### config.mk
export PLATFORM = sky130hd
export DESIGN_NAME = ptns_ram
export DESIGN_NICKNAME = d
export VERILOG_FILES = /design/src/ptns_ram.sv
export SDC_FILE = /design/constraint.sdc
export NUM_CORES = 1
export LEC_CHECK = 0
export BUFFER_PORTS_ARGS = -buffer_cell sky130_fd_sc_hd__buf_2
export CAP_MARGIN = 20
export CORE_MARGIN = 2
export CORE_UTILIZATION = 40
export CTS_CLUSTER_SIZE = 40
export DETAILED_ROUTE_END_ITERATION = 7
export SETUP_SLACK_MARGIN = 0.4
export SYNTH_ARGS = -nofsm -noshare
export SYNTH_HDL_FRONTEND = slang
export SYNTH_SLANG_ARGS = --single-unit
### constraint.sdc
create_clock -name clock -period 2.36 [get_ports clock]
set_clock_uncertainty 0.05 [all_clocks]
set_input_delay 0.472 -clock clock [delete_from_list [all_inputs] [get_ports clock]]
set_output_delay 0.472 -clock clock [all_outputs]
set_load 0.01 [all_outputs]
### src/ptns_ram.sv
// Generic single-write, single-read RAM with registered read data.
// No dependencies.
module ptns_ram #(
   parameter int WIDTH = 8,
   parameter int DEPTH = 16
) (
   input  logic                     clock,
   input  logic                     we,
   input  logic [$clog2(DEPTH)-1:0] waddr,
   input  logic [WIDTH-1:0]         wdata,
   input  logic [$clog2(DEPTH)-1:0] raddr,
   output logic [WIDTH-1:0]         rdata
);

   logic [WIDTH-1:0] mem_ff [DEPTH];
   logic [WIDTH-1:0] rdata_ff;

   always_ff @(posedge clock) begin
      if (we) begin
         mem_ff[waddr] <= wdata;
      end
      rdata_ff <= mem_ff[raddr];
   end

   assign rdata = rdata_ff;

endmodule

==> results.yml, run 1 <==
status:
  outcome: "complete, no violations"
power:
  pwr-share-seq_pct: 49.0
  max-vdd-ir-drop_mv: 0.489
  swShare_pct: 19.0
  leakagePower_nw: 2.09
  total_power_w: 0.00554
  p_per_area_nw_per_um2: 898
  p_switching_w: 0.00105
  comb_power_share_pct: 4.6
  clkPwrFrac_pct: 46.4
  p_int_w: 0.00449
sta:
  fin_crit_ps: 1590
  period_share_pct: 67.4
  worst_slew_pin_slew_ps: 414
  worst_slack_ps: 769
  hold_viol_final: 0
  setup_tns_ps: 0
  rsz0062_at_grt: "no"
  fmax_mhz: 628
  setup_violations: 0
  maxSlewViolCount: 0
  max-slew-margin-rel_pct: 72.4
die:
  initial_core_util_pct: 41.0
  rows: 41
  dieArea_um2: 13800
  ios: 26
  core-area_um2: 12600
  die_w_um: 117
  die_h_um: 117
detailed_routing:
  routed_wl_um: 9470
  drtPass1Iterations: 4
  drc_errors: 0
  drtIter0Drc: 179
  vias_per_cell: 5.04
  num_vias: 2362
  ant_nets: 0
  wl_per_cell_um: 20.2
logic_synthesis:
  synthTopCellsByArea: "edfxtp_1 (75%), mux4_2 (7.9%), mux4_1 (7.1%)"
  yosysTopAreaCellShare_pct: 74.7
  syn_nets: 247
  syn_area_um2: 5150
  yosysTopAreaCell: "edfxtp_1"
  syn_avg_cell_area_um2: 22.5
  synth-seq-cells: 136
  post_synth_num_cell_types: 19
  yosysWarnings: 0
  synth_cells: 229
  seq_area_frac_synth_pct: 77.8
placement:
  pre_cts_ws_ps: 349
  gp_congestion: 0.714
  hpwl_um: 6180
  portBuffers: 25
clock_network:
  ctsResizeCount: 0
  holdBufCountCts: 0
  h-tree-depth: 4
  cts_tree: "built"
  cts_buffers: 17
  clockBufferDepth: 2
  root_buffer: "clkbuf_16"
  clock_sinks: 136
  clkTransAtPathRegs_ps: 60
  post-cts-setup-buffers: 0
  clk-insertion-delay-late_ps: 410
final_layout:
  diodes: 0
  fin_nets: 302
  utilization_pct: 49.1
  layout_common_cells: "edfxtp_1 (128), buf_2 (25), buf_4 (19)"
  final_common_cell: "edfxtp_1"
  area_growth_pct: 19.9
  drive_gt1_share_pct: 31.0
min_path:
  min_path_type: "input pin to register"
setup_path:
  worstPathArrival_ps: 1830
  cp-end-kind: "register"
  cp_max_fo: 32
  startpoint_type: "input pin"
  required_ps: 2600
  worstSetupPathType: "input pin to register"
global_route:
  grt_use_total_pct: 15.0
  grt_max_degree: 33
  grt_pass1_vias: 2550
  grt_first_pass_wirelength_um: 14800
  grt_overflow: 0
  antenna_found_initial: 0
run:
  max-cap-violations: 0
-- per-stage QoR --
| step | hold slack [ps] | cell area, µm² | instances |
|---|---|---|---|
| 6_report | 400 | 6170 | 469 |
| 5_1_grt | 396 | 6170 | 469 |
| 4_1_cts | 381 | 6170 | 469 |
| 3_5_place_dp | 615 | 5590 | 437 |
| 3_3_place_gp | 600 | 5590 | 437 |
| 2_1_floorplan | 521 | 5150 | 229 |
-- worst max-delay path: stages --
cell	delay, ps
buf_2	100
buf_12	250
mux4_1	590
a22oi_1	320
nand2_1	80
-- logic make-up after synthesis --
group | after synthesis | synth area share, %
DFF | 136 | 77.8
buffers and inverters | 10 | 1.68
muxes | 32 | 15.0
AOI/OAI and AO/OA | 16 | 2.33
and+or+nand+nor | 35 | 3.18
-- power by group through the flow --
stage	Clock, W	Sequential [W]	Combinational, W
after detailed placement	0	0.00277	0.000260
after CTS	0.00262	0.00272	0.000261
final	0.00257	0.00272	0.000254
after global routing	0.00272	0.00272	0.000280
after floorplan	0	0.00277	0.000137
after global placement	0	0.00276	0.000255
-- path summary, 6_finish.rpt --
kind,start,endpoint,slack (ps),cells past startpoint
worst max register to register,mem_ff[9][4],rdata[4],930,3
worst max-delay path,raddr[0],rdata[4],770,5
worst min register to register,mem_ff[8][3],rdata[3],620,3
worst min-delay path,wdata[1],mem_ff[11][1],400,1
-- synth_stat cells --
cell             count
nor2_1              13
clkdlybuf4s25_2      3
and2_1               1
or3b_2               1
buf_4                1
a22oi_1             16
nand3_1              1
nor3_1               4
edfxtp_1           128
nand2_1              9
mux4_1              14
nor2b_1              1
nand3b_1             2
mux4_2              18
buf_2                3
nand2b_1             2
and2b_1              1
dfxtp_1              8
buf_6                3
-- metal layers --
metal / track usage (%) / up-vias / wire length, µm / share of wire (%)
li1: - / 1082 / - / -
met1: 19.2 / 1204 / 4290 / 45
met2: 23.9 / 65 / 4660 / 49
met5: 0 / - / 0 / 0
met3: 5.06 / 11 / 420 / 4.4
met4: 5.35 / 0 / 102 / 1.1
-- cell type report --
cell class	count	area (µm²)
fill	1010	6400
sequential	136	4000
multi-input combinational	83	1060
clock buffer	23	458
timing repair buffer	46	308
tap	172	215
clock inverter	9	124
-- flip-flops by register name, indices dropped and copies added, names as in the netlist --
signal	count
mem_ff	128
rdata	8
Power figures use the tool's default switching activity.
==> inputs of run 2 (changes only) <==
==> constraint.sdc (replaced) <==
create_clock -name clock -period 1.35 [get_ports clock]
set_clock_uncertainty 0.05 [all_clocks]
set_input_delay 0.27 -clock clock [delete_from_list [all_inputs] [get_ports clock]]
set_output_delay 0.27 -clock clock [all_outputs]
set_load 0.01 [all_outputs]
==> run 2 against run 1 <==
Net effect: power up 73%; via count is 3.8% higher; clock-buffer cell count decreased by 4; worst hold slack lost 210 ps; sequential cell count stayed put; sequential power is 75% higher; clock power is 65% higher; non-clock buffer count up 12; worst setup slack worse by 750 ps; largest cell class unchanged.
==> results.yml, run 2 (synthesis gave the netlist of run 1 again) <==
run:
  max-cap-violations: 0
placement:
  gp_congestion: 0.698
  pre_cts_ws_ps: -366
  portBuffers: 25
  hpwl_um: 6500
sta:
  fin_crit_ps: 1330
  setup_violations: 0
  maxSlewViolCount: 0
  hold_viol_final: 0
  max-slew-margin-rel_pct: 44.0
  fmax_mhz: 751
  period_share_pct: 98.7
  rsz0062_at_grt: "yes"
  worst_slack_ps: 17.6
  worst_slew_pin_slew_ps: 837
  setup_tns_ps: 0
detailed_routing:
  ant_nets: 0
  drtIter0Drc: 229
  routed_wl_um: 9870
  drtPass1Iterations: 4
  vias_per_cell: 5.09
  drc_errors: 0
  wl_per_cell_um: 20.5
  num_vias: 2451
die:
  rows: 41
  dieArea_um2: 13800
  die_h_um: 117
  core-area_um2: 12600
  die_w_um: 117
  ios: 26
  initial_core_util_pct: 41.0
clock_network:
  root_buffer: "clkbuf_16"
  clock_sinks: 136
  cts_tree: "built"
  clockBufferDepth: 2
  holdBufCountCts: 0
  clkTransAtPathRegs_ps: 60
  h-tree-depth: 4
  cts_buffers: 17
  clk-insertion-delay-late_ps: 410
global_route:
  antenna_found_initial: 1
  grt_pass1_vias: 2624
  grt_overflow: 0
  grt_use_total_pct: 16.1
  grt_max_degree: 19
  grt_first_pass_wirelength_um: 15800
setup_path:
  startpoint_type: "register"
  cp_max_fo: 1
  path_cells: "mux4_2 > a22oi_2 > nand2_1"
  cp-end-kind: "register"
  critPathTopFamily: "multiplexers"
  rr_endpoint: "rdata[1]"
  cp-startpoint: "mem_ff[3][1]"
  slowest_delay_ps: 480
  required_ps: 1580
  ff2ff_path_depth: 3
  worstPathArrival_ps: 1560
  path_buf_inv: 0
  rrSetupSlack_ps: 20
  slowest_stage: "mux4_2"
  worstSetupPathType: "register to register"
  rr_startpoint: "mem_ff[3][1]"
power:
  leakagePower_nw: 2.20
  max-vdd-ir-drop_mv: 0.932
  p_per_area_nw_per_um2: 1430
final_layout:
  area_growth_pct: 29.7
  largest_reg_flops: 128
  fin_nets: 314
  max_flop_register: "mem_ff"
  layout_common_cells: "edfxtp_1 (128), mux4_2 (32), buf_12 (20)"
  drive_gt1_share_pct: 48.9
  fillers: 982
  final_common_cell: "edfxtp_1"
min_path:
  hold_depth: 1
  hold_end: "mem_ff[0][5]"
  hp-start: "wdata[5]"
  min_path_type: "input pin to register"
status:
  outcome: "complete, no violations"
-- run 2: through the flow --
stage | util (%) | cells | total power, W | hold slack (ps) | cell area [µm²]
2_1_floorplan | - | 229 | 0.00513 | 319 | 5280
3_3_place_gp | 47.6 | 447 | 0.00538 | 601 | 5980
3_5_place_dp | 47.6 | 447 | 0.00539 | 607 | 5980
4_1_cts | 53.0 | 481 | 0.00967 | 177 | 6660
5_1_grt | 53.1 | 481 | 0.00990 | 185 | 6670
6_report | 53.1 | 482 | 0.00958 | 189 | 6670
-- run 2: power by group --
| group | leakage, nW | internal [W] | switching (W) | total [W] |
|---|---|---|---|---|
| sequential | 1.22 | 0.00473 | 0.0000344 | 0.00476 |
| combinational | 0.702 | 0.000290 | 0.000299 | 0.000590 |
| clock | 0.272 | 0.00261 | 0.00162 | 0.00423 |
-- run 2: worst register-to-register path, cell delays in order, from the launching register on --
cell and delay, ps:
edfxtp_1 360, mux4_2 480, a22oi_2 230, nand2_1 80
-- run 2: per-layer routing --
layer  GRT usage [%]  part of all wire [%]
met2            25.2                    51
met3            5.64                   6.4
met5               0                     0
met4            4.52                  0.60
met1            21.7                    42
-- run 2: how the worst max path moves through the flow --
stage	endpoint	slack, ps	cells after the start
floorplan	mem_ff[0][0]	-70	2
global placement	rdata[4]	-370	5
detailed placement	rdata[4]	-370	5
CTS	rdata[1]	30	3
global route	rdata[1]	-60	3
finish	rdata[1]	20	3
-- run 2: layout make-up --
cell class	instances	area, µm²	area share, %
multi-input combinational	83	1190	17.9
clock buffer	19	453	6.79
sequential	136	4010	60.1
antenna	1	2.50	0.0375
tap	172	215	3.22
timing repair buffer	58	697	10.4
clock inverter	13	104	1.56
-- run 2: repair_timing --
item,CTS,global route
resized for setup,26,4
pin swaps,8,2
endpoints found under the setup margin,112,136
setup buffers,2,0
hold endpoints to repair,0,0
