[config.mk]
export PLATFORM = sky130hd
export DESIGN_NAME = ptns_dist
export DESIGN_NICKNAME = d
export VERILOG_FILES = /design/src/ptns_pkg.sv /design/src/ptns_dist.sv
export SDC_FILE = /design/constraint.sdc
export NUM_CORES = 1
export LEC_CHECK = 0
export BUFFER_PORTS_ARGS = -buffer_cell sky130_fd_sc_hd__buf_4
export CAP_MARGIN = 20
export CORE_ASPECT_RATIO = 1.1
export CORE_MARGIN = 2
export CORE_UTILIZATION = 55
export CTS_CLUSTER_SIZE = 24
export DETAILED_ROUTE_END_ITERATION = 12
export GPL_TIMING_DRIVEN = 0
export PLACE_DENSITY_LB_ADDON = 0.2
export SYNTH_ARGS = -nofsm -noshare
export SYNTH_HDL_FRONTEND = slang
export SYNTH_SLANG_ARGS = --single-unit
[constraint.sdc]
create_clock -name clock -period 8.65 [get_ports clock]
set_input_delay 0.4325 -clock clock [delete_from_list [all_inputs] [get_ports clock]]
set_output_delay 0.4325 -clock clock [all_outputs]
set_load 0.03 [all_outputs]
[src/ptns_pkg.sv]
// Shared codes and types for the point table nearest search block.
// No dependencies; used by ptns_dist and point_table_nearest_search_top.
package ptns_pkg;

   // operation codes
   localparam logic [2:0] OP_ADD   = 3'd0;
   localparam logic [2:0] OP_FREE  = 3'd1;
   localparam logic [2:0] OP_FIND  = 3'd2;
   localparam logic [2:0] OP_READ  = 3'd3;
   localparam logic [2:0] OP_CLEAR = 3'd4;

   // status codes
   localparam logic [1:0] ST_OK   = 2'd0;
   localparam logic [1:0] ST_FULL = 2'd1;
   localparam logic [1:0] ST_NONE = 2'd2;

   // a distance must be strictly below this to match
   localparam logic [31:0] DIST_LIMIT = 32'h7FFF_FFFF;

   // candidate control from the distance pipeline
   typedef struct packed {
      logic valid;     // candidate output holds a scanned slot
      logic eligible;  // slot live and distance below the limit
      logic busy;      // earlier stages still hold slots
   } ptns_cand_type;

endpackage

[src/ptns_dist.sv]
// Three-stage squared-distance pipeline: abs difference, squares, sum and limit check.
// Depends on ptns_pkg.
module ptns_dist #(
   parameter int COORD_BITS = 16,
   parameter int ID_W       = 10
) (
   input  logic                         clock,
   input  logic                         reset,
   input  logic                         in_valid,
   input  logic                         in_live,
   input  logic [ID_W-1:0]              in_idx,
   input  logic signed [COORD_BITS-1:0] in_px,
   input  logic signed [COORD_BITS-1:0] in_py,
   input  logic signed [COORD_BITS-1:0] q_x,
   input  logic signed [COORD_BITS-1:0] q_y,
   output ptns_pkg::ptns_cand_type      cand,
   output logic [2*COORD_BITS:0]        cand_d,
   output logic [ID_W-1:0]              cand_idx,
   output logic signed [COORD_BITS-1:0] cand_x,
   output logic signed [COORD_BITS-1:0] cand_y
);

   localparam int C  = COORD_BITS;
   localparam int DW = 2 * C + 1;
   localparam int EW = (DW > 32) ? DW : 32;

   logic                s1_valid_ff, s1_valid_in, s2_valid_ff, s2_valid_in;
   logic                s3_valid_ff, s3_valid_in;
   logic                s1_live_ff, s2_live_ff, s3_elig_ff;
   logic                s1_live_in, s2_live_in, s3_elig_in;
   logic [ID_W-1:0]     s1_idx_ff, s2_idx_ff, s3_idx_ff;
   logic [ID_W-1:0]     s1_idx_in, s2_idx_in, s3_idx_in;
   logic signed [C-1:0] s1_px_ff, s1_py_ff, s2_px_ff, s2_py_ff, s3_px_ff, s3_py_ff;
   logic signed [C-1:0] s1_px_in, s1_py_in, s2_px_in, s2_py_in, s3_px_in, s3_py_in;
   logic [C-1:0]        s1_dx_ff, s1_dy_ff, s1_dx_in, s1_dy_in;
   logic [2*C-1:0]      s2_sqx_ff, s2_sqy_ff, s2_sqx_in, s2_sqy_in;
   logic [DW-1:0]       s3_d_ff, s3_d_in;
   logic [C:0]          diff_x, diff_y, neg_x, neg_y;

   // |p - q| fits in C bits for C-bit signed operands
   always_comb begin
      diff_x    = {in_px[C-1], in_px} - {q_x[C-1], q_x};
      diff_y    = {in_py[C-1], in_py} - {q_y[C-1], q_y};
      neg_x     = -diff_x;
      neg_y     = -diff_y;
      s1_dx_in  = diff_x[C] ? neg_x[C-1:0] : diff_x[C-1:0];
      s1_dy_in  = diff_y[C] ? neg_y[C-1:0] : diff_y[C-1:0];
      s1_valid_in = in_valid;
      s1_live_in  = in_live;
      s1_idx_in   = in_idx;
      s1_px_in    = in_px;
      s1_py_in    = in_py;

      s2_valid_in = s1_valid_ff;
      s2_live_in  = s1_live_ff;
      s2_idx_in   = s1_idx_ff;
      s2_px_in    = s1_px_ff;
      s2_py_in    = s1_py_ff;
      s2_sqx_in   = (2*C)'(s1_dx_ff) * (2*C)'(s1_dx_ff);
      s2_sqy_in   = (2*C)'(s1_dy_ff) * (2*C)'(s1_dy_ff);

      s3_valid_in = s2_valid_ff;
      s3_idx_in   = s2_idx_ff;
      s3_px_in    = s2_px_ff;
      s3_py_in    = s2_py_ff;
      s3_d_in     = DW'(s2_sqx_ff) + DW'(s2_sqy_ff);
      s3_elig_in  = s2_live_ff && (EW'(s3_d_in) < EW'(ptns_pkg::DIST_LIMIT));
   end

   always_ff @(posedge clock) begin
      if (reset) begin
         s1_valid_ff <= 1'b0;
         s2_valid_ff <= 1'b0;
         s3_valid_ff <= 1'b0;
      end else begin
         s1_valid_ff <= s1_valid_in;
         s2_valid_ff <= s2_valid_in;
         s3_valid_ff <= s3_valid_in;
      end
   end

   always_ff @(posedge clock) begin
      s1_live_ff <= s1_live_in;
      s1_idx_ff  <= s1_idx_in;
      s1_px_ff   <= s1_px_in;
      s1_py_ff   <= s1_py_in;
      s1_dx_ff   <= s1_dx_in;
      s1_dy_ff   <= s1_dy_in;
      s2_live_ff <= s2_live_in;
      s2_idx_ff  <= s2_idx_in;
      s2_px_ff   <= s2_px_in;
      s2_py_ff   <= s2_py_in;
      s2_sqx_ff  <= s2_sqx_in;
      s2_sqy_ff  <= s2_sqy_in;
      s3_elig_ff <= s3_elig_in;
      s3_idx_ff  <= s3_idx_in;
      s3_px_ff   <= s3_px_in;
      s3_py_ff   <= s3_py_in;
      s3_d_ff    <= s3_d_in;
   end

   assign cand.valid    = s3_valid_ff;
   assign cand.eligible = s3_elig_ff;
   assign cand.busy     = s1_valid_ff | s2_valid_ff;
   assign cand_d        = s3_d_ff;
   assign cand_idx      = s3_idx_ff;
   assign cand_x        = s3_px_ff;
   assign cand_y        = s3_py_ff;

endmodule

==> impl_metrics.env <==
export IMPL_htreeDepth=1
export IMPL_drv_slew=0
export IMPL_fin_hold_ws_ps=94.5
export IMPL_core_area_mm2=0.0424
export IMPL_cts_buffer_depth=3
export IMPL_critPathLaunch="s1_dy_ff[1]"
export IMPL_yosys_warnings=0
export IMPL_die_area_mm2=0.0447
export IMPL_finalNetCount=3413
export IMPL_largest_reg_flops=33
export IMPL_whs_path_depth=2
export IMPL_period_needed_ps=7310
export IMPL_synthCells=2509
export IMPL_r2r_start="s1_dy_ff[1]"
export IMPL_max_stage_delay_ps=590
export IMPL_cts_buffers=28
export IMPL_final_cell_area_mm2=0.0270
export IMPL_synth_commonest_cells="inv_1, fa_1, ha_1"
export IMPL_grt_pass1_wl_um=88400
export IMPL_relSlewSlack_pct=42.6
export IMPL_cp_top_family="adder cells"
export IMPL_first_global_vias=18600
export IMPL_ant_nets=0
export IMPL_syn_cell_area_mm2=0.0237
export IMPL_final_hold_viol_count=0
export IMPL_finalClockSkew_ps=22.7
export IMPL_crit_path_end_kind="register"
export IMPL_cts_clk_slew_worst_paths_ps=80
export IMPL_cts_num_sinks=259
export IMPL_grt_max_degree=16
export IMPL_drive_gt1_share_pct=8.80
export IMPL_synth_top_flop_cell="dfxtp_1"
export IMPL_grt_overflow=0
export IMPL_holdCritPathClass="in -> reg"
export IMPL_synth_edf_count=0
export IMPL_ys_ff_latch=259
export IMPL_dpl_cell_area_mm2=0.0255
export IMPL_cap_violations=0
export IMPL_crit_arrival_ps=7750
export IMPL_num_io_pins=156
export IMPL_fin_tns_setup_ps=0
export IMPL_synth_most_common_cell="inv_1"
export IMPL_grt_usage_pct=24.3
export IMPL_port_buffers=155
export IMPL_rr_worst_depth=23
export IMPL_postCtsSetupRepairBufs=0
export IMPL_vias=17400
export IMPL_hp_start="in_valid"
export IMPL_cts_tree="yes"
export IMPL_die_w_um=202
export IMPL_initial_utilization_pct=55.8
export IMPL_hold_end="s1_valid_ff"
export IMPL_yosys_area_top_type="fa_1"
export IMPL_cp_num_buf_inv=7
export IMPL_worst_slew_pin_slew_ps=854
export IMPL_area_growth_pct=14.2
export IMPL_dp_hpwl_um=43200
export IMPL_post_route_period_util_pct=84.5
export IMPL_avgSynthCellArea_um2=9.43
export IMPL_mappedNetlistNets=3184
export IMPL_async_reset_ff_share_pct=0
export IMPL_routabilityCongestion=0.926
export IMPL_drtIter0Drc=855
export IMPL_die_y_um=222
export IMPL_critPathMaxFanout=10
export IMPL_antenna_cells=0
export IMPL_synth_top_area_share_pct=27.6
export IMPL_vias_per_cell=5.24
export IMPL_num_rows=79
export IMPL_clk_latency_ps=570
export IMPL_cp_start_kind="register"
export IMPL_path_cells="clkbuf_1, clkbuf_1, nand2_1, fa_1, fa_1, inv_1, ha_1, inv_1, fa_1, inv_1, fa_1, inv_1, fa_1, inv_1, ha_1, or2_2, or3_1, a311oi_1, o21ai_0, o211ai_1, and2_1, o21bai_1, xor2_1"
export IMPL_first_pass_iters=5
export IMPL_antenna_found_initial=0
export IMPL_r2r_slack_ps=1340
export IMPL_crit_required_ps=9090
export IMPL_drc=0
export IMPL_crit_slowest_cell="a311oi_1"
export IMPL_yosysSeqAreaShare_pct=21.9
export IMPL_synthTopCellsByArea="fa_1, dfxtp_1, ha_1, inv_1, xnor2_1"
export IMPL_outcome="finished, final reports clean"
export IMPL_synthDistinctLibCells=75
export IMPL_fmax_mhz=137
export IMPL_routedWlPerCell_um=15.8
export IMPL_wl_um=52400
export IMPL_rsz0062_at_grt="no"
export IMPL_crit_type="reg -> reg"
export IMPL_setup_viol=0
export IMPL_root_buffer="clkbuf_16"
export IMPL_timing_rr_end="s2_sqy_ff[29]"
## worst register-to-register path, stage by stage, from the launching register on
cell and delay [ps]:
dfxtp_1 380, clkbuf_1 470, clkbuf_1 510, nand2_1 210, fa_1 510, fa_1 480
inv_1 70, ha_1 150, inv_1 60, fa_1 500, inv_1 50, fa_1 520
inv_1 50, fa_1 520, inv_1 40, ha_1 230, or2_2 300, or3_1 450
a311oi_1 590, o21ai_0 350, o211ai_1 310, and2_1 210, o21bai_1 90, xor2_1 140
## final cells by class
class | count | area [um^2]
fillers | 3560 | 15400
multi-input cells | 1636 | 16200
repair buffers | 199 | 1600
clock inverters | 16 | 260
clock buffers | 36 | 792
plain buffers | 52 | 205
flip-flops and latches | 259 | 5180
well taps | 567 | 709
inverters | 562 | 2110
## cells in the final DEF (no fill, tap or decap), types with 7 or more instances in the layout
master / instances
nand2b_1: 14
clkbuf_16: 29
and3_1: 23
or2_2: 18
nor2b_1: 19
a211oi_1: 14
buf_4: 157
xor2_1: 44
dfxtp_1: 259
o31ai_1: 7
a31oi_1: 12
o21a_1: 18
nand4_1: 10
a21o_1: 34
nand3_1: 25
ha_1: 271
dlygate4sd3_1: 44
and4_1: 9
clkbuf_1: 50
inv_1: 562
or3_1: 11
o21ai_0: 60
nor3_1: 30
fa_1: 326
o21bai_1: 13
xnor2_1: 99
nor2_1: 115
nand2_1: 177
nor4_1: 8
and2_1: 87
a21oi_1: 96
## stage by stage
stage | setup slack [ps] | util [%] | std cells
global route | 822 | 63.8 | 3327
finish | 1340 | 63.8 | 3327
global placement | 1500 | 60.2 | 3231
detailed placement | 1400 | 60.2 | 3231
floorplan | 2330 | - | 2509
CTS | 1350 | 63.8 | 3327
## worst max path at each step
| stage | endpoint | slack [ps] | cells after the start |
|---|---|---|---|
| 2_1_floorplan | s2_sqx_ff[20] | 2330 | 26 |
| 3_3_place_gp | s2_sqx_ff[20] | 1500 | 25 |
| 3_5_place_dp | s2_sqy_ff[29] | 1400 | 23 |
| 4_1_cts | s2_sqy_ff[29] | 1350 | 23 |
| 5_1_grt | s2_sqx_ff[20] | 820 | 25 |
| 6_report | s2_sqy_ff[29] | 1340 | 23 |
## repair_timing
action                                 4_1_cts  5_1_grt
resized for setup                            0        0
endpoints found under the hold margin       44        0
hold buffers                                44        0
## logic make-up (layout without fill, tap and decap cells)
| group | count (synthesis) | in the layout | share of synthesized area, % |
|---|---|---|---|
| adders and majority gates | 597 | 597 | 41.9 |
| and+or+nand+nor | 567 | 567 | 11.9 |
| buffers and inverters | 614 | 865 | 9.78 |
| muxes | 5 | 5 | 0.233 |
| xor gates and xnor gates | 143 | 143 | 5.29 |
| AOI/OAI and AO/OA | 324 | 324 | 9.00 |
| DFF | 259 | 259 | 21.9 |
## per-layer routing
metal	vias up	track usage (%)	share of wire, %
met2	471	43.2	50
met5	-	0	0
met1	8517	30.3	41
met4	0	6.97	2.7
met3	96	4.32	6.4
li1	8362	-	-
Power is not shown: default switching activity piles up to over one toggle a cycle in this logic, so the estimate is an artifact.
